## src/hdl/kmt_pkg.sv

```systemverilog
// Shared constants and types for the k-way merge tournament tree.
`timescale 1ns / 1ps

package kmt_pkg;

    localparam int LANES_DEF     = 16;
    localparam int KEY_WIDTH_DEF = 16;

    // op field codes
    localparam logic OP_WRITE = 1'b0;
    localparam logic OP_CLEAR = 1'b1;

    typedef enum logic [1:0] {
        ST_CLEAR,
        ST_IDLE,
        ST_CLIMB,
        ST_DONE
    } state_t;

endpackage

```

## src/hdl/kway_merge_tournament_tree.sv

```systemverilog
// Top level: sequencer that walks one leaf-to-root path of the tournament tree.
`timescale 1ns / 1ps
//
// channel  dir  tdata (low bit up)          tuser (low bit up)
// s_*      in   lane, key                   op, present
// m_*      out  min_key, min_lane           any_present
//
// A leaf update does the leaf write, then one node RAM read and one compare
// per tree level. A write to a lane beyond LANES changes no node and reports
// the current root. A clear sweeps all 2**ADDR_W node entries, one per cycle,
// then reports; after reset the same sweep runs with s_tready low. A new
// request is taken while the last result waits in the output register; the
// climb holds at the root until that register is free.

module kway_merge_tournament_tree #(
    parameter int LANES     = kmt_pkg::LANES_DEF,
    parameter int KEY_WIDTH = kmt_pkg::KEY_WIDTH_DEF,
    localparam int LANE_W   = $clog2(LANES),
    localparam int IN_W     = ((LANE_W + KEY_WIDTH + 7) / 8) * 8,
    localparam int OUT_W    = ((KEY_WIDTH + LANE_W + 7) / 8) * 8
) (
    input  logic             clk,
    input  logic             rst_n,
    input  logic             s_tvalid,
    output logic             s_tready,
    input  logic [IN_W-1:0]  s_tdata,   // lane, key
    input  logic [1:0]       s_tuser,   // op, present
    output logic             m_tvalid,
    input  logic             m_tready,
    output logic [OUT_W-1:0] m_tdata,   // min_key, min_lane
    output logic [0:0]       m_tuser    // any_present
);

    localparam int LEVELS = LANE_W;
    localparam int ADDR_W = LEVELS + 1;
    localparam int NODE_W = KEY_WIDTH + LANE_W + 1;
    localparam int PRES_BIT = NODE_W - 1;

    kmt_pkg::state_t state_reg, state_next;
    logic [ADDR_W-1:0] addr_reg, addr_next;
    logic [ADDR_W-1:0] sweep_reg, sweep_next;
    logic [NODE_W-1:0] carry_reg, carry_next;
    logic [NODE_W-1:0] root_reg, root_next;
    logic              report_reg, report_next;

    logic                 m_valid_reg;
    logic [KEY_WIDTH-1:0] m_key_reg;
    logic [LANE_W-1:0]    m_lane_reg;
    logic                 m_any_reg;

    logic              ram_we;
    logic [ADDR_W-1:0] ram_waddr;
    logic [NODE_W-1:0] ram_wdata;
    logic [ADDR_W-1:0] ram_raddr;
    logic [NODE_W-1:0] ram_rdata;
    logic [NODE_W-1:0] winner;

    logic              load_out;
    logic [NODE_W-1:0] out_node;
    logic              out_free;

    logic                 in_op;
    logic                 in_present;
    logic [LANE_W-1:0]    in_lane;
    logic [KEY_WIDTH-1:0] in_key;
    logic                 in_range;
    logic [ADDR_W-1:0]    leaf_addr;
    logic [NODE_W-1:0]    leaf_node;
    logic [ADDR_W-1:0]    parent_addr;

    assign in_op      = s_tuser[0];
    assign in_present = s_tuser[1];
    assign in_lane    = s_tdata[LANE_W-1:0];
    assign in_key     = s_tdata[LANE_W+KEY_WIDTH-1:LANE_W];
    assign in_range   = {1'b0, in_lane} < (LANE_W + 1)'(LANES);
    assign leaf_addr  = {1'b1, in_lane};
    assign leaf_node  = {in_present, in_lane, in_present ? in_key : {KEY_WIDTH{1'b0}}};
    assign parent_addr = addr_reg >> 1;
    assign out_free   = !m_valid_reg || m_tready;

    kmt_node_ram #(
        .ADDR_W (ADDR_W),
        .DATA_W (NODE_W)
    ) u_ram (
        .clk   (clk),
        .we    (ram_we),
        .waddr (ram_waddr),
        .wdata (ram_wdata),
        .raddr (ram_raddr),
        .rdata (ram_rdata)
    );

    kmt_node_cmp #(
        .KEY_W  (KEY_WIDTH),
        .LANE_W (LANE_W)
    ) u_cmp (
        .child  (carry_reg),
        .sib    (ram_rdata),
        .winner (winner)
    );

    always_ff @(posedge clk or negedge rst_n)
    begin
        if (!rst_n)
        begin
            state_reg   <= kmt_pkg::ST_CLEAR;
            sweep_reg   <= '0;
            report_reg  <= 1'b0;
            m_valid_reg <= 1'b0;
        end
        else
        begin
            state_reg  <= state_next;
            sweep_reg  <= sweep_next;
            report_reg <= report_next;
            if (load_out)
            begin
                m_valid_reg <= 1'b1;
            end
            else if (m_tready)
            begin
                m_valid_reg <= 1'b0;
            end
        end
    end

    always_ff @(posedge clk)
    begin
        addr_reg  <= addr_next;
        carry_reg <= carry_next;
        root_reg  <= root_next;
        if (load_out)
        begin
            m_any_reg  <= out_node[PRES_BIT];
            m_key_reg  <= out_node[PRES_BIT] ? out_node[KEY_WIDTH-1:0] : '0;
            m_lane_reg <= out_node[PRES_BIT] ? out_node[PRES_BIT-1:KEY_WIDTH] : '0;
        end
    end

    always_comb
    begin
        state_next  = state_reg;
        addr_next   = addr_reg;
        sweep_next  = sweep_reg;
        carry_next  = carry_reg;
        root_next   = root_reg;
        report_next = report_reg;
        ram_we      = 1'b0;
        ram_waddr   = addr_reg;
        ram_wdata   = '0;
        ram_raddr   = addr_reg ^ ADDR_W'(1);
        s_tready    = 1'b0;
        load_out    = 1'b0;
        out_node    = root_reg;

        case (state_reg)
            kmt_pkg::ST_CLEAR:
            begin
                ram_we     = 1'b1;
                ram_waddr  = sweep_reg;
                sweep_next = sweep_reg + ADDR_W'(1);
                if (sweep_reg == {ADDR_W{1'b1}})
                begin
                    root_next  = '0;
                    state_next = report_reg ? kmt_pkg::ST_DONE : kmt_pkg::ST_IDLE;
                    report_next = 1'b0;
                end
            end
            kmt_pkg::ST_IDLE:
            begin
                s_tready = 1'b1;
                if (s_tvalid)
                begin
                    if (in_op == kmt_pkg::OP_CLEAR)
                    begin
                        sweep_next  = '0;
                        report_next = 1'b1;
                        state_next  = kmt_pkg::ST_CLEAR;
                    end
                    else if (!in_range)
                    begin
                        state_next = kmt_pkg::ST_DONE;
                    end
                    else
                    begin
                        ram_we     = 1'b1;
                        ram_waddr  = leaf_addr;
                        ram_wdata  = leaf_node;
                        ram_raddr  = leaf_addr ^ ADDR_W'(1);
                        addr_next  = leaf_addr;
                        carry_next = leaf_node;
                        state_next = kmt_pkg::ST_CLIMB;
                    end
                end
            end
            kmt_pkg::ST_CLIMB:
            begin
                if (parent_addr != ADDR_W'(1))
                begin
                    ram_we     = 1'b1;
                    ram_waddr  = parent_addr;
                    ram_wdata  = winner;
                    ram_raddr  = parent_addr ^ ADDR_W'(1);
                    addr_next  = parent_addr;
                    carry_next = winner;
                end
                else if (out_free)
                begin
                    // root lives in a register; it is never read as a sibling
                    root_next  = winner;
                    out_node   = winner;
                    load_out   = 1'b1;
                    state_next = kmt_pkg::ST_IDLE;
                end
            end
            kmt_pkg::ST_DONE:
            begin
                if (out_free)
                begin
                    load_out   = 1'b1;
                    state_next = kmt_pkg::ST_IDLE;
                end
            end
            default:
            begin
                state_next = kmt_pkg::ST_IDLE;
            end
        endcase
    end

    assign m_tvalid = m_valid_reg;
    assign m_tdata  = OUT_W'({m_lane_reg, m_key_reg});
    assign m_tuser  = m_any_reg;

    a_empty_zero: assert property (@(posedge clk) disable iff (!rst_n)
        m_valid_reg && !m_any_reg |-> m_key_reg == '0 && m_lane_reg == '0)
        else $error("empty result carries nonzero key or lane");

    a_climb_addr: assert property (@(posedge clk) disable iff (!rst_n)
        state_reg == kmt_pkg::ST_CLIMB |-> addr_reg > ADDR_W'(1))
        else $error("climb pointer left the tree");

    a_no_write_zero: assert property (@(posedge clk) disable iff (!rst_n)
        ram_we && state_reg != kmt_pkg::ST_CLEAR |-> ram_waddr > ADDR_W'(1))
        else $error("path write to root or unused node");

    a_root_lane: assert property (@(posedge clk) disable iff (!rst_n)
        load_out && out_node[PRES_BIT] |->
            {1'b0, out_node[PRES_BIT-1:KEY_WIDTH]} < (LANE_W + 1)'(LANES))
        else $error("winner lane out of range");

endmodule

```

## src/hdl/kmt_node_ram.sv

```systemverilog
// Node store of the tree: one write port, one registered read port.
`timescale 1ns / 1ps

module kmt_node_ram #(
    parameter int ADDR_W = 5,
    parameter int DATA_W = 21
) (
    input  logic              clk,
    input  logic              we,
    input  logic [ADDR_W-1:0] waddr,
    input  logic [DATA_W-1:0] wdata,
    input  logic [ADDR_W-1:0] raddr,
    output logic [DATA_W-1:0] rdata
);

    logic [DATA_W-1:0] mem [0:(1 << ADDR_W)-1];

    always_ff @(posedge clk)
    begin
        if (we)
        begin
            mem[waddr] <= wdata;
        end
        rdata <= mem[raddr];
    end

endmodule

```

## src/hdl/kmt_node_cmp.sv

```systemverilog
// Match unit: picks the winner of an updated child and its sibling.
`timescale 1ns / 1ps

module kmt_node_cmp #(
    parameter int KEY_W  = 16,
    parameter int LANE_W = 4
) (
    input  logic [KEY_W+LANE_W:0] child,
    input  logic [KEY_W+LANE_W:0] sib,
    output logic [KEY_W+LANE_W:0] winner
);

    localparam int PRES_BIT = KEY_W + LANE_W;

    logic child_wins;

    // sibling takes ties; an empty node loses to any key
    always_comb
    begin
        child_wins = child[PRES_BIT] &&
                     (!sib[PRES_BIT] ||
                      ($signed(child[KEY_W-1:0]) < $signed(sib[KEY_W-1:0])));
        winner = child_wins ? child : sib;
    end

endmodule
```

## config.mk

```make
export PLATFORM = sky130hd
export DESIGN_NAME = kway_merge_tournament_tree
export DESIGN_NICKNAME = d
export VERILOG_FILES = /design/src/hdl/kmt_pkg.sv /design/src/hdl/kway_merge_tournament_tree.sv /design/src/hdl/kmt_node_ram.sv /design/src/hdl/kmt_node_cmp.sv
export SDC_FILE = /design/constraint.sdc
export NUM_CORES = 1
export LEC_CHECK = 0
export CAP_MARGIN = 20
export CORE_ASPECT_RATIO = 1.4
export CORE_MARGIN = 2
export CORE_UTILIZATION = 50
export DETAILED_ROUTE_END_ITERATION = 12
export DONT_BUFFER_PORTS = 1
export PLACE_DENSITY = 0.62
export REMOVE_ABC_BUFFERS = 1
export SLEW_MARGIN = 15
export SYNTH_ARGS = -nofsm -noshare
export SYNTH_HDL_FRONTEND = slang
export SYNTH_SLANG_ARGS = --single-unit
```

## constraint.sdc

```tcl
create_clock -name clk -period 4.6 [get_ports clk]
set_input_delay 1.38 -clock clk [delete_from_list [all_inputs] [get_ports clk]]
set_output_delay 1.38 -clock clk [all_outputs]
set_load 0.01 [all_outputs]
```

* Word-level counts from Yosys, hierarchy flattened
Memories as Yosys holds them, arrays and structs flattened. A register that Yosys moved wholly into a read port is not among the register bits.
Index checks and enable logic that the tools add are counted.
** Operators by class
- $add $sub $neg :: 1
- Order comparisons :: 1
- Eq/ne operators :: 11
- Multiplexer cells :: 50
- Bitwise operators :: 3
- Reductions and logical operators :: 15
** Operators by type and width (number)
- 2-to-1 mux 21 bit :: 11
- one-hot mux 21 bit (2 select lines) :: 3
- 2-to-1 mux 5 bit :: 8
- one-hot mux 5 bit (2 select lines) :: 3
- < comparator 16 bit :: 1
- 2-to-1 mux 16 bit :: 1
- one-hot mux 5 bit (3 select lines) :: 1
- 2-to-1 mux 1 bit :: 13
- 2-to-1 mux 2 bit :: 6
- != test 2 bit, second input constant :: 6
- one-hot mux 2 bit (4 select lines) :: 1
- AND reduction 4 bit :: 2
- nonzero test 2 bit :: 4
- AND reduction 3 bit :: 2
- adder 5 x 1 -> 5 bit, second input constant :: 1
- equality test 5 bit, second input constant :: 1
- equality test 2 bit, second input constant :: 2
- != test 4 x 1 -> 1 bit, second input constant :: 1
- one-hot mux 1 bit (2 select lines) :: 2
- NOT 1 bit :: 3
- one-hot mux 1 bit (3 select lines) :: 1
- equality test 2 x 1 -> 1 bit, second input constant :: 1
- zero test 1 bit :: 2
- zero test 2 bit :: 1
- 3 further kinds :: 4
** Word-level totals
- Flip-flop bits (word level) :: 77
- Bits in writable memories :: 672
- Input port bits :: 30
- Word-level logic and storage cells :: 92
- Memories kept :: 1
** Memory list
- u_ram.mem :: words 32, bits a word 21, read ports 1, clocked after Yosys merged registers in 1, wr ports 1, line kmt_node_ram.sv:16 : logic [DATA_W-1:0] mem [0:(1 << ADDR_W)-1];

* Logic depth before layout (Yosys ltp)
Gate-level depths: netlist (run 1).
- Depth after elaboration :: 7
- Gate-level depth with buffers :: 14
- Depth with buffers taken out :: 9

* Modules after synthesis
A second synthesis (run 1) with hierarchy kept.
** Unflattened totals
- Cells, all modules :: 2006
- Area total of the unflattened synthesis :: 31801.8 um2
** Modules (own cells, without submodules)
- kmt_node_ram :: instances 1, cells an instance 1481, area each 26751.9 um2
- kway_merge_tournament_tree :: instances 1, cells an instance 444, area each 4375.4 um2
- kmt_node_cmp :: instances 1, cells an instance 81, area each 674.4 um2

* Worst setup path before layout (run 1)
Ideal clock, no wire load.
- Path type :: input to register
- From :: input port s_tuser[0]
- To :: memory u_ram.mem[2][0], enable pin
- Data arrival time :: 3726 ps
- Slack :: 475 ps
- Stages :: 9
- Buffers on the path :: 2
- Path through :: buf_2 nand2b_1 mux2_2 a221oi_1 o21ai_0 nor2_1 nand2b_1 clkbuf_1 nor2_1
** On the way
- Word-level cells in the longest chain between the ends :: 5
** Ends and longest elaborated chain
- start: declaration :: line kway_merge_tournament_tree.sv:27 : input logic [1:0] s_tuser,
- 2-to-1 mux 1 bit :: line kway_merge_tournament_tree.sv:174 : if (in_op == kmt_pkg::OP_CLEAR)
- 2-to-1 mux 1 bit :: line kway_merge_tournament_tree.sv:172 : if (s_tvalid)
- one-hot mux 1 bit (3 select lines) :: line kway_merge_tournament_tree.sv:156 : case (state_reg)
- 2-to-1 mux 1 bit :: line kmt_node_ram.sv:20 : if (we)
- 2-to-1 mux 1 bit (not written as such) :: line kmt_node_ram.sv:22 : mem[waddr] <= wdata;
- end: declaration :: line kmt_node_ram.sv:16
Parallel ways exist; a longest one is shown, timed or not.

* Worst setup path after layout (run 1)
- From :: register state_reg[1]
- To :: register u_ram.rdata[19] (read register of u_ram.mem)
** On the way
- Word-level cells in the longest chain between the ends :: 2
** Ends and longest elaborated chain
- start: declaration :: line kway_merge_tournament_tree.sv:39 : kmt_pkg::state_t state_reg, state_next;
- start signal: assignment :: line kway_merge_tournament_tree.sv:106 : state_reg <= kmt_pkg::ST_CLEAR;
- start signal: assignment :: line kway_merge_tournament_tree.sv:113 : state_reg <= state_next;
- equality test 2 bit or equality test 2 x 1 -> 1 bit (tied branches) :: line kway_merge_tournament_tree.sv:156
- one-hot mux 5 bit (2 select lines) (*) :: line kway_merge_tournament_tree.sv:156
- end: declaration :: line kmt_node_ram.sv:13 : output logic [DATA_W-1:0] rdata
Every way passes the cells marked *; elsewhere a longest branch is shown, timed or not.
A chain may end at the register's enable or synchronous reset.

==> out/results.ini, run 1 <==
[worst_setup_path]
ff2ff_setup_slack_ns=0.62
critical_path_arrival_ns=4.43
path_class=flip-flop to flip-flop
critPathMaxFanout=32
cp.required_ns=5.05
cp-start-kind=flip-flop
end_kind=flip-flop

[sta]
period_minus_slack_ns=3.98
fin_ws_ns=0.617
grt_setup_unrepaired=no
drv_slew=0
setup_viol=0
finalHoldViolCount=0
slew_headroom=0.241
period_share=0.866
tightest_slew_ns=1.14
whs_ns=0.465
skew_ns=0.0227
max_freq_ghz=0.251

[synth]
ys_async_sr_fraction=0.0117
ys_ff_latch=770
synth_most_common_cell=edfxtp_1
synthDistinctLibCells=68
synthTopCellsByCount=edfxtp_1 (740), mux2i_1 (224), nand2_1 (201)
synth_top_cell_area_share=0.695
synth_compound_area_frac=0.0925
avgSynthCellArea_um2=15.1
dominantRegCellSynth=edfxtp_1
yosys.area_share.simple=0.0633
synth_xor_area_frac=0.000822
synth_top_family_by_area=multiplexers
netlist_area_mm2=0.0320
synth_edf_count=740
synth_largest_area_cell=edfxtp_1
synthAdderAreaFrac=0.00861
synthCells=2120
yosys_warnings=0
seq_area_frac_synth=0.715
synthMuxAreaShare=0.0964
synthTopCellsByArea=edfxtp_1 (69%), mux2i_1 (7.0%), a211oi_1 (2.8%)

[drt]
first_pass_iters=5
vias=18455
drcViolationCount=0
detail_route.vias_per_cell=6.03
wl_per_cell_um=25.1
drt-initial-drc-count=1869
routed_wirelength_um=76800
antenna_left=0

[pwr]
irDropWorstVdd_uv=665
power_leakage_nw=12.4
pwr_density_cell_mw_per_mm2=810

[clock_tree]
cts_resized=0
cts_tree=yes
cts.sinks=770
cts_root_buffer=clkbuf_16
cts_max_level=3
cts_setup_buffers=0
clockBufferDepth=3
cts.clk_slew.worst_paths_ns=0.06
cts_buffers=73
clk_latency_ns=0.62
hold_buffers=0

[cells_and_area]
multi_input_area_mm2=0.00869
area_growth_pct=12.4
largest_register=u_ram.mem
fin_area_mm2=0.0359
n_antenna_cell=0
largest_reg_flops=672
fill_cells=4857
nNetsFinal=2222
final-seq-area_mm2=0.0229
drive_above_1_share=0.154

[floorplan]
fp.dieW_um=218
chipHeight_um=303
initial_utilization=0.506
dieArea_mm2=0.0660
rows=109
core_area_mm2=0.0631
boundaryPins=57

[placed_design]
postPlaceCellArea_mm2=0.0336
place_congestion=0.891
dp_hpwl_um=49300
pre_cts_slack_ns=0.433
io_buffers=0

[grt]
grt_max_degree=74
antenna_found_initial=0
track_usage=0.234
grt-ovfl-total=0
grt_pass1_vias=18457
grt_pass1_wl_um=116000

[job]
drv_cap=0

[hold_path]
hp-class=input port to async pin

[run_status]
status=completed

through the flow:
step / TNS, ns / power [W] / utilization / cells
after global routing: 0 / 0.0306 / 0.569 / 3060
after CTS: 0 / 0.0292 / 0.568 / 3060
after detailed placement: 0 / 0.0234 / 0.532 / 2927
final: 0 / 0.0291 / 0.569 / 3060
after floorplan: -346.03 / 0.0177 / - / 1994
after global placement: 0 / 0.0231 / 0.532 / 2925
power by group:
part | internal (W) | total [W] | switching (W)
registers | 0.00953 | 0.00999 | 0.000461
clock network | 0.00329 | 0.00580 | 0.00251
logic | 0.00463 | 0.0133 | 0.00870
cells in the final DEF (no fill, tap or decap), types with 25 or more instances in the layout:
master / synthesis / final
and3_1: 40 / 40
a22o_1: 35 / 35
o21ai_0: 111 / 90
inv_1: 25 / 25
nor2_1: 88 / 52
nand2_1: 201 / 198
buf_4: 11 / 82
mux2i_1: 224 / 224
mux2_2: 52 / 52
nand3_1: 39 / 39
clkbuf_16: 0 / 77
edfxtp_1: 740 / 740
nand4_1: 35 / 35
nor2_2: 0 / 35
a21oi_1: 73 / 72
a211oi_1: 119 / 119
path summary, 6_finish.rpt:
kind | cells past startpoint | end | from
worst max-delay path | 11 | u_ram.rdata[19]$_DFF_P_ | state_reg[1]$_DFFE_PN0P_
worst min-delay path | 0 | sweep_reg[4]$_DFFE_PN0P_ | rst_n
worst max register to register | 11 | u_ram.rdata[19]$_DFF_P_ | state_reg[1]$_DFFE_PN0P_
worst min register to register | 1 | sweep_reg[4]$_DFFE_PN0P_ | sweep_reg[4]$_DFFE_PN0P_
max in group asynchronous | 0 | sweep_reg[0]$_DFFE_PN0P_ | rst_n
min in group clk | 1 | sweep_reg[4]$_DFFE_PN0P_ | sweep_reg[4]$_DFFE_PN0P_
cell families after synthesis:
logic type               after synthesis
XOR/XNOR                               3
buffers and inverters                154
flip-flops                           770
AND/OR/NAND/NOR                      440
multiplexers                         294
other                                  1
AO/OA/AOI/OAI                        436
adder cells (fa/ha/maj)               22
area by class of cell:
type	count	area share
multi-input combinational	1199	0.242
clock inverter	30	0.00633
timing repair buffer	101	0.0272
sequential	770	0.636
tap	832	0.0290
clock buffer	103	0.0571
inverter	25	0.00261
worst max-delay path: stages, from the launching register on:
cell	delay (ns)
dfrtp_1	0.40
inv_1	0.13
ha_1	0.46
buf_4	0.29
and4b_1	0.31
and2b_4	0.35
nor3_4	0.10
buf_4	0.32
a2111oi_0	0.77
o21ai_0	0.21
a41oi_1	0.29
a211oi_1	0.14
metal layers:
layer  track usage  vias up  wire length [um]
met4        0.0797        0              2050
met5             0        -                 0
met2         0.403      599             38600
li1              -     8357                 -
met1         0.311     9394             31900
met3        0.0280      105              4240
No activity file was read; power rests on OpenSTA's default activity.
==> run 2, diff against run 1 <==
--- a/config.mk
+++ b/config.mk
@@ -12,4 +12,5 @@
 export DETAILED_ROUTE_END_ITERATION = 12
 export DONT_BUFFER_PORTS = 1
+export MAX_ROUTING_LAYER = met4
 export PLACE_DENSITY = 0.62
 export REMOVE_ABC_BUFFERS = 1
==> constraint.sdc (replaced) <==
create_clock -name clk -period 4.6 [get_ports clk]
set_input_delay 0.69 -clock clk [delete_from_list [all_inputs] [get_ports clk]]
set_output_delay 0.69 -clock clk [all_outputs]
set_load 0.01 [all_outputs]
==> run 2 against run 1 <==
Via count rose by 0.93%; cell count decreased by 0.46%; critical path depth did not move; sequential share of layout area increased by 0.50 points; highest routed layer unchanged; design area down 0.79%; critical path type unchanged; total power is 1.1% lower; utilization decreased by 0.45 points; clock power down 2%; register-to-register slack got worse by 0.09 ns; non-clock buffer count down 7.
==> out/results.ini, run 2 (synthesis gave the netlist of run 1 again) <==
[placed_design]
io_buffers=0
place_inst=2918
place_congestion=0.904
dp_hpwl_um=48800

[floorplan]
dieArea_mm2=0.0660
rows=109
fp.dieW_um=218
core_area_mm2=0.0631
chipHeight_um=303
boundaryPins=57
initial_utilization=0.506

[cells_and_area]
mostFrequentLayoutCell=edfxtp_1
postLayoutCoreUtil=0.565
largest_register=u_ram.mem
largest_reg_flops=672
drive_above_1_share=0.152
nNetsFinal=2214
post_layout_nonfiller_instances=3046
n_antenna_cell=0
mostFrequentLayoutCells=edfxtp_1 (740), mux2i_1 (224), nand2_1 (199), a211oi_1 (119), o21ai_0 (90)
area_growth_pct=11.5

[grt]
grt-ovfl-total=0
grt_max_degree=112
grt_pass1_wl_um=116000
grt_pass1_vias=18396
antenna_found_initial=0
track_usage=0.245

[clock_tree]
cts_resized=0
cts_tree=yes
clockBufferDepth=3
cts.clk_slew.worst_paths_ns=0.06
cts.sinks=770
cts_max_level=3
cts_root_buffer=clkbuf_16
clk_latency_ns=0.62
cts_buffers=72

[worst_setup_path]
crit_family=simple AND/OR/NAND/NOR gates
ff2ff_setup_slack_ns=0.52
cp_slowest_cell=ha_1
path_class=flip-flop to flip-flop
path_cells=inv_1, ha_1, and4b_1, and2b_4, nor3_4, buf_12, buf_4, mux2_2, a22o_1, a211oi_1, nand4_1
critPathMaxFanout=60
critical_path_arrival_ns=4.54
timing.critical_path.buf_inv=3
r2r.worst_path.cells=11
cp.required_ns=5.06
r2r-start=state_reg[0]$_DFFE_PN0P_
critPathCapture=u_ram.rdata[5]$_DFF_P_
r2r_end=u_ram.rdata[5]$_DFF_P_
cp.depth=11
end_kind=flip-flop
max_stage_delay_ns=0.56
cp-start-kind=flip-flop
cp-startpoint=state_reg[0]$_DFFE_PN0P_

[pwr]
irDropWorstVdd_uv=1040
pwr_density_cell_mw_per_mm2=807
power_w=0.0288
power_leakage_nw=12.3

[sta]
slew_headroom=0.280
setup_tns_ns=0
max_freq_ghz=0.245
tightest_slew_ns=1.08
drv_slew=0
grt_setup_unrepaired=no
setup_viol=0
period_minus_slack_ns=4.08
period_share=0.886
finalHoldViolCount=0
whs_ns=0.276
skew_ns=0.0204

[job]
drv_cap=0

[drt]
drt-initial-drc-count=1820
first_pass_iters=6
wl_per_cell_um=25.6
antenna_left=0
routed_wirelength_um=78000
drcViolationCount=0
detail_route.vias_per_cell=6.12
vias=18627

[run_status]
status=completed

[hold_path]
hp-class=input port to flip-flop

run 2: changes by cell type in the layout (fill, tap and decap cells not counted), sizes merged:
| cell | previous run | this run |
|---|---|---|
| buf | 101 | 93 |
| clkbuf | 103 | 92 |
| clkinvlp | 2 | 6 |
| clkinv | 23 | 24 |
| dlygate4sd3 | 0 | 1 |
| bufinv | 3 | 2 |
run 2: layout make-up:
type                            instances  area [um2]
Tap cell                              832        1040
Inverter                               25        93.8
Clock inverter                         34         240
Timing Repair Buffer                   94         773
Clock buffer                           92        1970
Multi-Input combinational cell       1199        8680
Sequential cell                       770       22900
Fill cell                            4887       27500
run 2: where the power goes:
| part | switching (W) | internal, W |
|---|---|---|
| Combinational | 0.00869 | 0.00445 |
| Sequential | 0.000472 | 0.00953 |
| Clock | 0.00252 | 0.00314 |
| Total | 0.0117 | 0.0171 |
run 2: how the worst min path moves through the flow:
stage                start                        to  slack, ns  depth (start not counted)
5_1_grt        s_tdata[19]   carry_reg[15]$_DFFE_PP_       0.28                          2
3_3_place_gp         rst_n  state_reg[1]$_DFFE_PN0P_       0.39                          0
3_5_place_dp         rst_n  state_reg[0]$_DFFE_PN0P_       0.39                          0
6_report       s_tdata[13]    carry_reg[9]$_DFFE_PP_       0.28                          2
4_1_cts        s_tdata[19]   carry_reg[15]$_DFFE_PP_       0.25                          2
2_1_floorplan        rst_n      m_tvalid$_DFFE_PN0P_       0.39                          0
run 2: routing by layer:
metal	GRT usage	part of all wire	up-vias
met3	0.0389	0.066	153
met2	0.400	0.49	685
met4	0.0844	0.030	0
met5	-	0	-
li1	-	-	8335
met1	0.314	0.41	9454
run 2: repair_timing:
item | CTS | global route
hold endpoints to repair | 9 | 0
hold buffers | 1 | 0
setup buffers | 0 | 0
run 2: per-stage QoR:
| step | cell area, um2 | setup WS, ns |
|---|---|---|
| detailed placement | 33400 | 0.568 |
| finish | 35700 | 0.523 |
| global route | 35700 | 0.343 |
| global placement | 33400 | 0.622 |
| floorplan | 31300 | -4.32 |
| CTS | 35600 | 0.542 |
